<file path="src/design/lsh_pkg.sv">
// lsh_pkg: shared widths, register indexes, codes and the modulus mask helper
// for the grid hash block. No dependencies.
package lsh_pkg;

	localparam int COORD_W    = 32;
	localparam int SHIFT_W    = 16;
	localparam int TIDX_W     = 7;
	localparam int WW_W       = 16;
	localparam int HB_W       = 6;
	localparam int HASH_W     = 32;
	localparam int TDATA_W    = 56;
	localparam int CFG_IDX_W  = 2;
	localparam int CFG_DATA_W = 16;

	// serial divider: one quotient bit per cycle
	localparam int QUOT_W    = 32;
	localparam int DIV_CNT_W = 5;

	// register indexes on the config port
	localparam logic [CFG_IDX_W-1:0] REG_WINDOW_WIDTH = 2'd0;
	localparam logic [CFG_IDX_W-1:0] REG_HASH_BITS    = 2'd1;

	localparam logic [WW_W-1:0] WW_RESET = 16'd4;
	localparam logic [HB_W-1:0] HB_RESET = 6'd8;

	// item kinds carried on tuser
	localparam logic ACT_LOAD  = 1'b0;
	localparam logic ACT_COORD = 1'b1;

	// mask for modulus 2^bits, bits clamped to 1..32
	function automatic logic [HASH_W-1:0] hash_mask(input logic [HB_W-1:0] bits);
		logic [HB_W-1:0] eff;
		eff = bits;
		if (eff == '0) eff = HB_W'(1);
		if (eff > HB_W'(HASH_W)) eff = HB_W'(HASH_W);
		return {HASH_W{1'b1}} >> (HB_W'(HASH_W) - eff);
	endfunction

endpackage

</file>
<file path="src/design/lsh_grid_hash_top.sv">
// lsh_grid_hash_top: grid hash of a point streamed one coordinate per item.
// Uses lsh_pkg, lsh_ram (shift table) and lsh_div (serial floor divider).
// Load item: written at its accept edge, next item taken the cycle after.
// Coordinate item: ready low through read, division (32 quotient bits + done) and fold; next item waits.
// Last coordinate: hash valid from the edge ready returns; waits while output is full.
// Reset (arst_n low, async): control, counters, accumulator cleared; w = 4, 8 hash bits.
module lsh_grid_hash_top #(
	parameter int MAX_DIMS = 128
) (
	input  logic                            clk,
	input  logic                            arst_n,
	// input stream
	input  logic                            s_axis_tvalid,
	output logic                            s_axis_tready,
	input  logic [lsh_pkg::TDATA_W-1:0]     s_axis_tdata,  // coordinate[31:0], shift_value[47:32],
	                                                       // table_index[54:48], pad[55]
	input  logic                            s_axis_tuser,  // action: 0 load, 1 coordinate
	input  logic                            s_axis_tlast,  // last coordinate of the point
	// result stream
	output logic                            m_axis_tvalid,
	input  logic                            m_axis_tready,
	output logic [lsh_pkg::HASH_W-1:0]      m_axis_tdata,  // hash_value[31:0]
	// config write channel
	input  logic                            cfg_valid,
	output logic                            cfg_ready,
	input  logic [lsh_pkg::CFG_IDX_W-1:0]   cfg_index,
	input  logic [lsh_pkg::CFG_DATA_W-1:0]  cfg_data
);

	localparam int AW = (MAX_DIMS > 1) ? $clog2(MAX_DIMS) : 1;

	typedef enum logic [1:0] {
		ST_IDLE,
		ST_READ,
		ST_DIV,
		ST_FIN
	} state_t;

	state_t                         state_q;
	logic [AW-1:0]                  dim_cnt_q;
	logic [lsh_pkg::HASH_W-1:0]     acc_q;
	logic                           out_valid_q;
	logic [lsh_pkg::HASH_W-1:0]     out_data_q;
	logic [lsh_pkg::WW_W-1:0]       ww_q;
	logic [lsh_pkg::HB_W-1:0]       hb_q;

	// payload of the coordinate in flight
	logic [lsh_pkg::COORD_W-1:0]    coord_q;
	logic                           last_q;
	logic                           neg_q;
	logic [lsh_pkg::HASH_W-1:0]     neg5_q;

	logic                           s_acc;
	logic [lsh_pkg::COORD_W-1:0]    in_coord;
	logic [lsh_pkg::SHIFT_W-1:0]    in_shift;
	logic [lsh_pkg::TIDX_W-1:0]     in_tidx;
	logic [31:0]                    tidx_ext;
	logic                           idx_ok;
	logic                           tbl_we;
	logic [lsh_pkg::SHIFT_W-1:0]    tbl_rdata;

	logic [lsh_pkg::COORD_W:0]      diff;
	logic [lsh_pkg::QUOT_W-1:0]     dividend;
	logic [lsh_pkg::WW_W-1:0]       w_eff;
	logic [lsh_pkg::HASH_W-1:0]     mask;
	logic [lsh_pkg::HASH_W-1:0]     acc_m;
	logic [lsh_pkg::HASH_W-1:0]     neg5;
	logic                           div_start;
	logic                           div_done;
	logic [lsh_pkg::QUOT_W-1:0]     div_quot;
	logic [lsh_pkg::HASH_W-1:0]     q32;
	logic [lsh_pkg::HASH_W-1:0]     hash_new;
	logic                           out_free;
	logic                           fin_emit;
	logic [AW-1:0]                  dim_next;

	// ---- input unpack and handshakes
	assign s_acc    = s_axis_tvalid & s_axis_tready;
	assign in_coord = s_axis_tdata[31:0];
	assign in_shift = s_axis_tdata[47:32];
	assign in_tidx  = s_axis_tdata[54:48];

	assign s_axis_tready = (state_q == ST_IDLE);
	assign cfg_ready     = 1'b1;
	assign m_axis_tvalid = out_valid_q;
	assign m_axis_tdata  = out_data_q;

	// loads past the table end are dropped
	assign tidx_ext = 32'(in_tidx);
	assign idx_ok   = tidx_ext < MAX_DIMS;
	assign tbl_we   = s_acc && (s_axis_tuser == lsh_pkg::ACT_LOAD) && idx_ok;

	// shift table; read address is the dimension counter, data valid in ST_READ
	lsh_ram #(
		.WIDTH (lsh_pkg::SHIFT_W),
		.DEPTH (MAX_DIMS)
	) u_shift_tbl (
		.clk   (clk),
		.we    (tbl_we),
		.waddr (tidx_ext[AW-1:0]),
		.wdata (in_shift),
		.raddr (dim_cnt_q),
		.rdata (tbl_rdata)
	);

	// ---- floor division setup
	// floor(d/w) for d < 0 equals ~floor(~d / w), and ~d fits 32 bits unsigned
	assign diff     = {coord_q[lsh_pkg::COORD_W-1], coord_q}
	                  - {{(lsh_pkg::COORD_W + 1 - lsh_pkg::SHIFT_W){1'b0}}, tbl_rdata};
	assign dividend = diff[lsh_pkg::COORD_W] ? ~diff[lsh_pkg::QUOT_W-1:0]
	                                         : diff[lsh_pkg::QUOT_W-1:0];
	assign w_eff    = (ww_q == '0) ? lsh_pkg::WW_W'(1) : ww_q;
	assign div_start = (state_q == ST_READ);

	lsh_div u_div (
		.clk      (clk),
		.arst_n   (arst_n),
		.start    (div_start),
		.dividend (dividend),
		.divisor  (w_eff),
		.done     (div_done),
		.quotient (div_quot)
	);

	// ---- Horner fold: r = 2^32 - 5, so acc*r mod 2^32 = -5*acc
	assign mask     = lsh_pkg::hash_mask(hb_q);
	assign acc_m    = acc_q & mask;
	assign neg5     = '0 - ((acc_m << 2) + acc_m);
	assign q32      = neg_q ? ~div_quot : div_quot;
	assign hash_new = (q32 + neg5_q) & mask;

	assign out_free = !out_valid_q || m_axis_tready;
	assign fin_emit = (state_q == ST_FIN) && last_q && out_free;
	assign dim_next = (dim_cnt_q == AW'(MAX_DIMS - 1)) ? '0 : dim_cnt_q + 1'b1;

	// ---- control
	always_ff @(posedge clk or negedge arst_n) begin
		if (!arst_n) begin
			state_q     <= ST_IDLE;
			dim_cnt_q   <= '0;
			acc_q       <= '0;
			out_valid_q <= 1'b0;
			ww_q        <= lsh_pkg::WW_RESET;
			hb_q        <= lsh_pkg::HB_RESET;
		end else begin
			if (cfg_valid) begin
				case (cfg_index)
					lsh_pkg::REG_WINDOW_WIDTH: ww_q <= cfg_data;
					lsh_pkg::REG_HASH_BITS:    hb_q <= cfg_data[lsh_pkg::HB_W-1:0];
					default: ;
				endcase
			end

			if (out_valid_q && m_axis_tready && !fin_emit) begin
				out_valid_q <= 1'b0;
			end

			case (state_q)
				ST_IDLE: begin
					if (s_acc && (s_axis_tuser == lsh_pkg::ACT_COORD)) begin
						state_q <= ST_READ;
					end
				end
				ST_READ: begin
					state_q <= ST_DIV;
				end
				ST_DIV: begin
					if (div_done) begin
						state_q <= ST_FIN;
					end
				end
				ST_FIN: begin
					if (!last_q) begin
						acc_q     <= hash_new;
						dim_cnt_q <= dim_next;
						state_q   <= ST_IDLE;
					end else if (out_free) begin
						// hash goes out, point state starts over
						out_valid_q <= 1'b1;
						acc_q       <= '0;
						dim_cnt_q   <= '0;
						state_q     <= ST_IDLE;
					end
				end
				default: begin
					state_q <= ST_IDLE;
				end
			endcase
		end
	end

	// ---- payload
	always_ff @(posedge clk) begin
		if (s_acc) begin
			coord_q <= in_coord;
			last_q  <= s_axis_tlast;
		end
		if (state_q == ST_READ) begin
			neg_q  <= diff[lsh_pkg::COORD_W];
			neg5_q <= neg5;
		end
		if ((state_q == ST_FIN) && last_q && out_free) begin
			out_data_q <= hash_new;
		end
	end

`ifndef SYNTH
	// dimension counter stays inside the table
	a_dim_range: assert property (@(posedge clk) disable iff (!arst_n)
		32'(dim_cnt_q) < MAX_DIMS)
		else $error("dimension counter beyond table depth");

	// divider finishes only while the FSM waits on it
	a_div_done_state: assert property (@(posedge clk) disable iff (!arst_n)
		div_done |-> (state_q == ST_DIV))
		else $error("divider done outside division state");

	// closing a point always presents a result the next cycle
	a_last_emits: assert property (@(posedge clk) disable iff (!arst_n)
		((state_q == ST_FIN) && last_q && out_free) |=> (m_axis_tvalid && (acc_q == '0)))
		else $error("last coordinate did not emit a hash");
`endif

endmodule

</file>
<file path="src/design/lsh_ram.sv">
// lsh_ram: generic single-write, single-read RAM with registered read data.
// No dependencies.
module lsh_ram #(
	parameter int WIDTH = 16,
	parameter int DEPTH = 128
) (
	input  logic                                    clk,
	input  logic                                    we,
	input  logic [((DEPTH > 1) ? $clog2(DEPTH) : 1)-1:0] waddr,
	input  logic [WIDTH-1:0]                        wdata,
	input  logic [((DEPTH > 1) ? $clog2(DEPTH) : 1)-1:0] raddr,
	output logic [WIDTH-1:0]                        rdata
);

	logic [WIDTH-1:0] mem_q [DEPTH];

	always_ff @(posedge clk) begin
		if (we) begin
			mem_q[waddr] <= wdata;
		end
		rdata <= mem_q[raddr];
	end

endmodule

</file>
<file path="src/design/lsh_div.sv">
// lsh_div: restoring unsigned divider, 32-bit dividend by 16-bit divisor,
// one quotient bit per cycle. Uses lsh_pkg.
module lsh_div (
	input  logic                          clk,
	input  logic                          arst_n,
	input  logic                          start,
	input  logic [lsh_pkg::QUOT_W-1:0]    dividend,
	input  logic [lsh_pkg::WW_W-1:0]      divisor,
	output logic                          done,
	output logic [lsh_pkg::QUOT_W-1:0]    quotient
);

	logic                           busy_q;
	logic                           done_q;
	logic [lsh_pkg::DIV_CNT_W-1:0]  cnt_q;
	logic [lsh_pkg::QUOT_W-1:0]     work_q;   // dividend bits out at top, quotient bits in at bottom
	logic [lsh_pkg::WW_W-1:0]       rem_q;
	logic [lsh_pkg::WW_W-1:0]       den_q;
	logic [lsh_pkg::WW_W:0]         trial;
	logic [lsh_pkg::WW_W:0]         diff;
	logic                           ge;

	assign trial = {rem_q, work_q[lsh_pkg::QUOT_W-1]};
	assign ge    = trial >= {1'b0, den_q};
	assign diff  = trial - {1'b0, den_q};

	always_ff @(posedge clk or negedge arst_n) begin
		if (!arst_n) begin
			busy_q <= 1'b0;
			done_q <= 1'b0;
			cnt_q  <= '0;
		end else begin
			done_q <= 1'b0;
			if (start) begin
				busy_q <= 1'b1;
				cnt_q  <= '0;
			end else if (busy_q) begin
				cnt_q <= cnt_q + 1'b1;
				if (cnt_q == lsh_pkg::DIV_CNT_W'(lsh_pkg::QUOT_W - 1)) begin
					busy_q <= 1'b0;
					done_q <= 1'b1;
				end
			end
		end
	end

	always_ff @(posedge clk) begin
		if (start) begin
			work_q <= dividend;
			rem_q  <= '0;
			den_q  <= divisor;
		end else if (busy_q) begin
			work_q <= {work_q[lsh_pkg::QUOT_W-2:0], ge};
			rem_q  <= ge ? diff[lsh_pkg::WW_W-1:0] : trial[lsh_pkg::WW_W-1:0];
		end
	end

	assign done     = done_q;
	assign quotient = work_q;

endmodule
</file>
<file path="config.mk">
export PLATFORM = sky130hd
export DESIGN_NAME = lsh_grid_hash_top
export DESIGN_NICKNAME = d
export VERILOG_FILES = /design/src/design/lsh_pkg.sv /design/src/design/lsh_grid_hash_top.sv /design/src/design/lsh_ram.sv /design/src/design/lsh_div.sv
export SDC_FILE = /design/constraint.sdc
export NUM_CORES = 2
export LEC_CHECK = 0
export ABC_AREA = 0
export BUFFER_PORTS_ARGS = -buffer_cell sky130_fd_sc_hd__buf_2
export CAP_MARGIN = 25
export CELL_PAD_IN_SITES_DETAIL_PLACEMENT = 0
export CELL_PAD_IN_SITES_GLOBAL_PLACEMENT = 1
export CORE_UTILIZATION = 56
export DETAILED_ROUTE_END_ITERATION = 8
export GPL_TIMING_DRIVEN = 1
export PLACE_DENSITY_LB_ADDON = 0.05
export RECOVER_POWER = 25
export SYNTH_ARGS = -nofsm -noshare
export SYNTH_HDL_FRONTEND = slang
export SYNTH_SLANG_ARGS = --single-unit
</file>
<file path="constraint.sdc">
create_clock -name clk -period 5.59 [get_ports clk]
set_input_delay 0.8385 -clock clk [delete_from_list [all_inputs] [get_ports clk]]
set_output_delay 0.8385 -clock clk [all_outputs]
set_load 0.05 [all_outputs]
</file>
==> results.py <==
metrics = {
    "cts": {
        "clkSinkCount": 2297,
        "htreeDepth": 4,
        "cts-root-buf": "clkbuf_16",
        "cts_tree": "built",
        "post-cts-setup-buffers": 0,
        "clock_latency_ps": 850,
        "cts_buffer_depth": 3,
        "cts-buffers-inserted": 228,
        "cts.clk_slew.worst_paths_ps": 60,
    },
    "synthesis": {
        "synth_fp_nets": 4728,
        "synth.top_cells.by_area": "edfxtp_1, mux4_2, dfrtp_1",
        "synth_cells": 4513,
        "synth.top_cell.area_share_pct": 70.6,
        "synth_cell_types": 79,
        "synth_edf_count": 2194,
        "synth_common_cells": "edfxtp_1, mux4_2, nor2_1, clkbuf_1, ha_1",
        "ys_ff_latch": 2297,
        "synth_area_leader_cell": "edfxtp_1",
        "ys.flop_type": "edfxtp_1",
        "avgSynthCellArea_um2": 20.7,
        "synthArstFlopShare_pct": 3.09,
        "yosysWarnings": 0,
        "yosysMostFrequentCell": "edfxtp_1",
        "seq_area_frac_synth_pct": 73.2,
        "synth_area_mm2": 0.0933,
    },
    "layout": {
        "n_fill_cell": 11300,
        "syn2layout_area_growth_pct": 12.8,
        "nets": 5066,
        "layout-drive-gt1-share_pct": 28.4,
        "seq_area_mm2": 0.0683,
        "post-route-util_pct": 63.7,
        "multi_input_area_mm2": 0.0239,
    },
    "setup_path": {
        "crit_type": "reg -> reg",
        "crit_start": "hb_q[3]$_DFFE_PN1P_",
        "critical_path.endpoint_type": "flop",
        "reg2reg_setup_slack_ps": 330,
        "crit_path_end": "neg5_q[26]$_DFFE_PP_",
        "rr_worst_depth": 22,
        "r2r-start": "hb_q[3]$_DFFE_PN1P_",
        "crit_chain": "nor4_1 -> nor2_1 -> nor2_1 -> inv_1 -> ha_2 -> or3b_1 -> a221o_1 -> nor3_1 -> buf_4 -> nand2_1 -> nand2_1 -> ha_1 -> ha_1 -> a21o_1 -> a21oi_1 -> a21boi_0 -> o21a_1 -> or4_4 -> a31oi_4 -> o21bai_1 -> a21oi_1 -> xnor2_1",
        "crit_slowest_cell": "dfstp_2",
        "slowest_delay_ps": 590,
        "crit_required_ps": 6120,
        "cp.arrival_ps": 5790,
        "cp-start-kind": "flop",
        "r2r-end": "neg5_q[26]$_DFFE_PP_",
        "worstPathMaxFanout": 14,
    },
    "grt": {
        "first_global_vias": 45300,
        "overflow": 0,
        "antenna_found_initial": 26,
        "track_usage_pct": 27.3,
        "grt_max_degree": 82,
        "grt_pass1_wl_um": 324000,
    },
    "drt": {
        "dr.pass1.iters": 7,
        "ant_nets": 0,
        "wirelength_um": 226000,
        "post_drt_wl_per_cell_um": 31.1,
        "drc": 26,
        "drtIter0Drc": 5002,
        "vias": 45700,
        "route.detailed.vias_per_inst": 6.31,
    },
    "sta": {
        "tightest_slew_ps": 4170,
        "setup_viol": 0,
        "rsz0062_at_grt": "no",
        "timing.hold.ws_ps": 183,
        "setup_tns_ps": 0,
        "skew_ps": 68.9,
        "max_slew_margin_pct": -178,
        "finalHoldViolations": 0,
        "fin_ws_ps": 335,
        "layout_min_cycle_time_ps": 5260,
        "drv_slew": 1216,
        "fmax_mhz": 190,
        "post-route-period-util_pct": 94.0,
    },
    "pwr": {
        "power_density_mw_per_mm2": 496,
        "p_leak_nw": 33.7,
        "peakVddDrop_v": 0.000375,
    },
    "outcome": {
        "violations": "DRC, capacitance limit, slew limit",
        "status": "finished, violations left",
    },
    "place": {
        "dp_hpwl_um": 138000,
        "dp_slack_ps": 217,
        "gp_congestion": 0.877,
        "port-buffer-count": 113,
    },
    "die": {
        "fp.dieH_um": 410,
        "io_pins": 116,
        "fp.coreArea_mm2": 0.165,
        "die_area_mm2": 0.168,
        "core.rowCount": 149,
        "fp.dieW_um": 410,
        "start_util_pct": 56.5,
    },
    "run": {
        "drv_cap": 17,
    },
    "min_path": {
        "hold_class": "in -> reg",
    },
}
-- critical path: cells and delay by family (launching register included) --
kind            cells  cell delay [ps]
fa+ha+maj           3              820
flops               1              590
compound gates      8             1680
xor+xnor            1               90
buf+inv             2              310
simple gates        8             1530
-- how the worst min path moves through the flow --
stage                                      from                            end  slack (ps)  cells past startpoint
final                           s_axis_tdata[6]           coord_q[6]$_DFFE_PP_         180                      1
after global routing            s_axis_tdata[6]           coord_q[6]$_DFFE_PP_         130                      1
after CTS                       s_axis_tdata[6]           coord_q[6]$_DFFE_PP_         110                      1
after detailed placement   ww_q[15]$_DFFE_PN0P_  u_div.den_q[15]$_SDFFCE_PN0P_         460                      0
after global placement      ww_q[3]$_DFFE_PN0P_   u_div.den_q[3]$_SDFFCE_PN0P_         460                      0
after floorplan           acc_q[29]$_DFFE_PN0P_          acc_q[29]$_DFFE_PN0P_         440                      2
-- layout make-up --
type,instances,share of cell area [%]
sequential,2297,64.9
multi-input combinational,1914,22.7
clock buffer,284,5.79
inverter,77,0.275
antenna,6,0.0143
timing repair buffer,333,2.43
clock inverter,147,1.31
tap,2189,2.60
-- logic make-up (layout without fill, tap and decap cells) --
family | after synthesis | in the layout | share of synthesized area (%)
and+or+nand+nor | 526 | 526 | 2.57
buffers and inverters | 302 | 841 | 1.34
muxes | 740 | 740 | 17.0
DFF | 2297 | 2297 | 73.2
AOI/OAI and AO/OA | 357 | 357 | 2.55
adders and majority gates | 134 | 134 | 1.82
xor gates and xnor gates | 156 | 156 | 1.47
other | 1 | 7 | 0.00402
-- cell usage in the layout (no fill, tap or decap), types with 77 or more instances in the layout --
master / n
clkbuf_16: 232
buf_4: 188
buf_2: 88
ha_1: 128
xnor2_1: 87
edfxtp_1: 2194
inv_1: 77
mux4_2: 672
nand2_1: 109
nor2_1: 227
a21oi_1: 101
-- registers in the layout, summed over array words and instances, names as in the netlist, 2 cells and up --
| register | cells |
|---|---|
| u_shift_tbl.rdata | 16 |
| acc_q | 32 |
| hb_q | 6 |
| u_div.rem_q | 16 |
| dim_cnt_q | 7 |
| neg5_q | 32 |
| m_axis_tdata | 32 |
| u_shift_tbl.mem_q | 2048 |
| u_div.quotient | 32 |
| state_q | 2 |
| u_div.den_q | 16 |
| u_div.cnt_q | 5 |
| ww_q | 16 |
| coord_q | 32 |
-- metrics by stage --
| step | instance area, um^2 | total power (W) | std cells |
|---|---|---|---|
| 2_1_floorplan | 93300 | 0.0321 | 4513 |
| 3_3_place_gp | 97700 | 0.0374 | 6803 |
| 3_5_place_dp | 97800 | 0.0374 | 6808 |
| 4_1_cts | 105000 | 0.0526 | 7240 |
| 5_1_grt | 105000 | 0.0545 | 7242 |
| 6_report | 105000 | 0.0522 | 7247 |
-- routing by layer --
metal	vias up	wire [um]	track usage, %
met4	12	5220	6.76
met1	24400	95900	40.8
met2	1715	107000	42.0
met5	-	63	0
li1	19400	-	-
met3	305	17500	5.06
-- what timing repair did --
item,in CTS,in global routing
hold endpoints to repair,28,0
setup endpoints to repair,0,5
hold buffers,1,0
resized for setup,0,7
-- where the power goes --
group / total [W] / switching (W) / internal, W
combinational: 0.0164 / 0.00921 / 0.00722
clock: 0.0152 / 0.00650 / 0.00866
sequential: 0.0206 / 0.000641 / 0.0200
total: 0.0522 / 0.0163 / 0.0359
No activity file was read; power rests on OpenSTA's default activity.
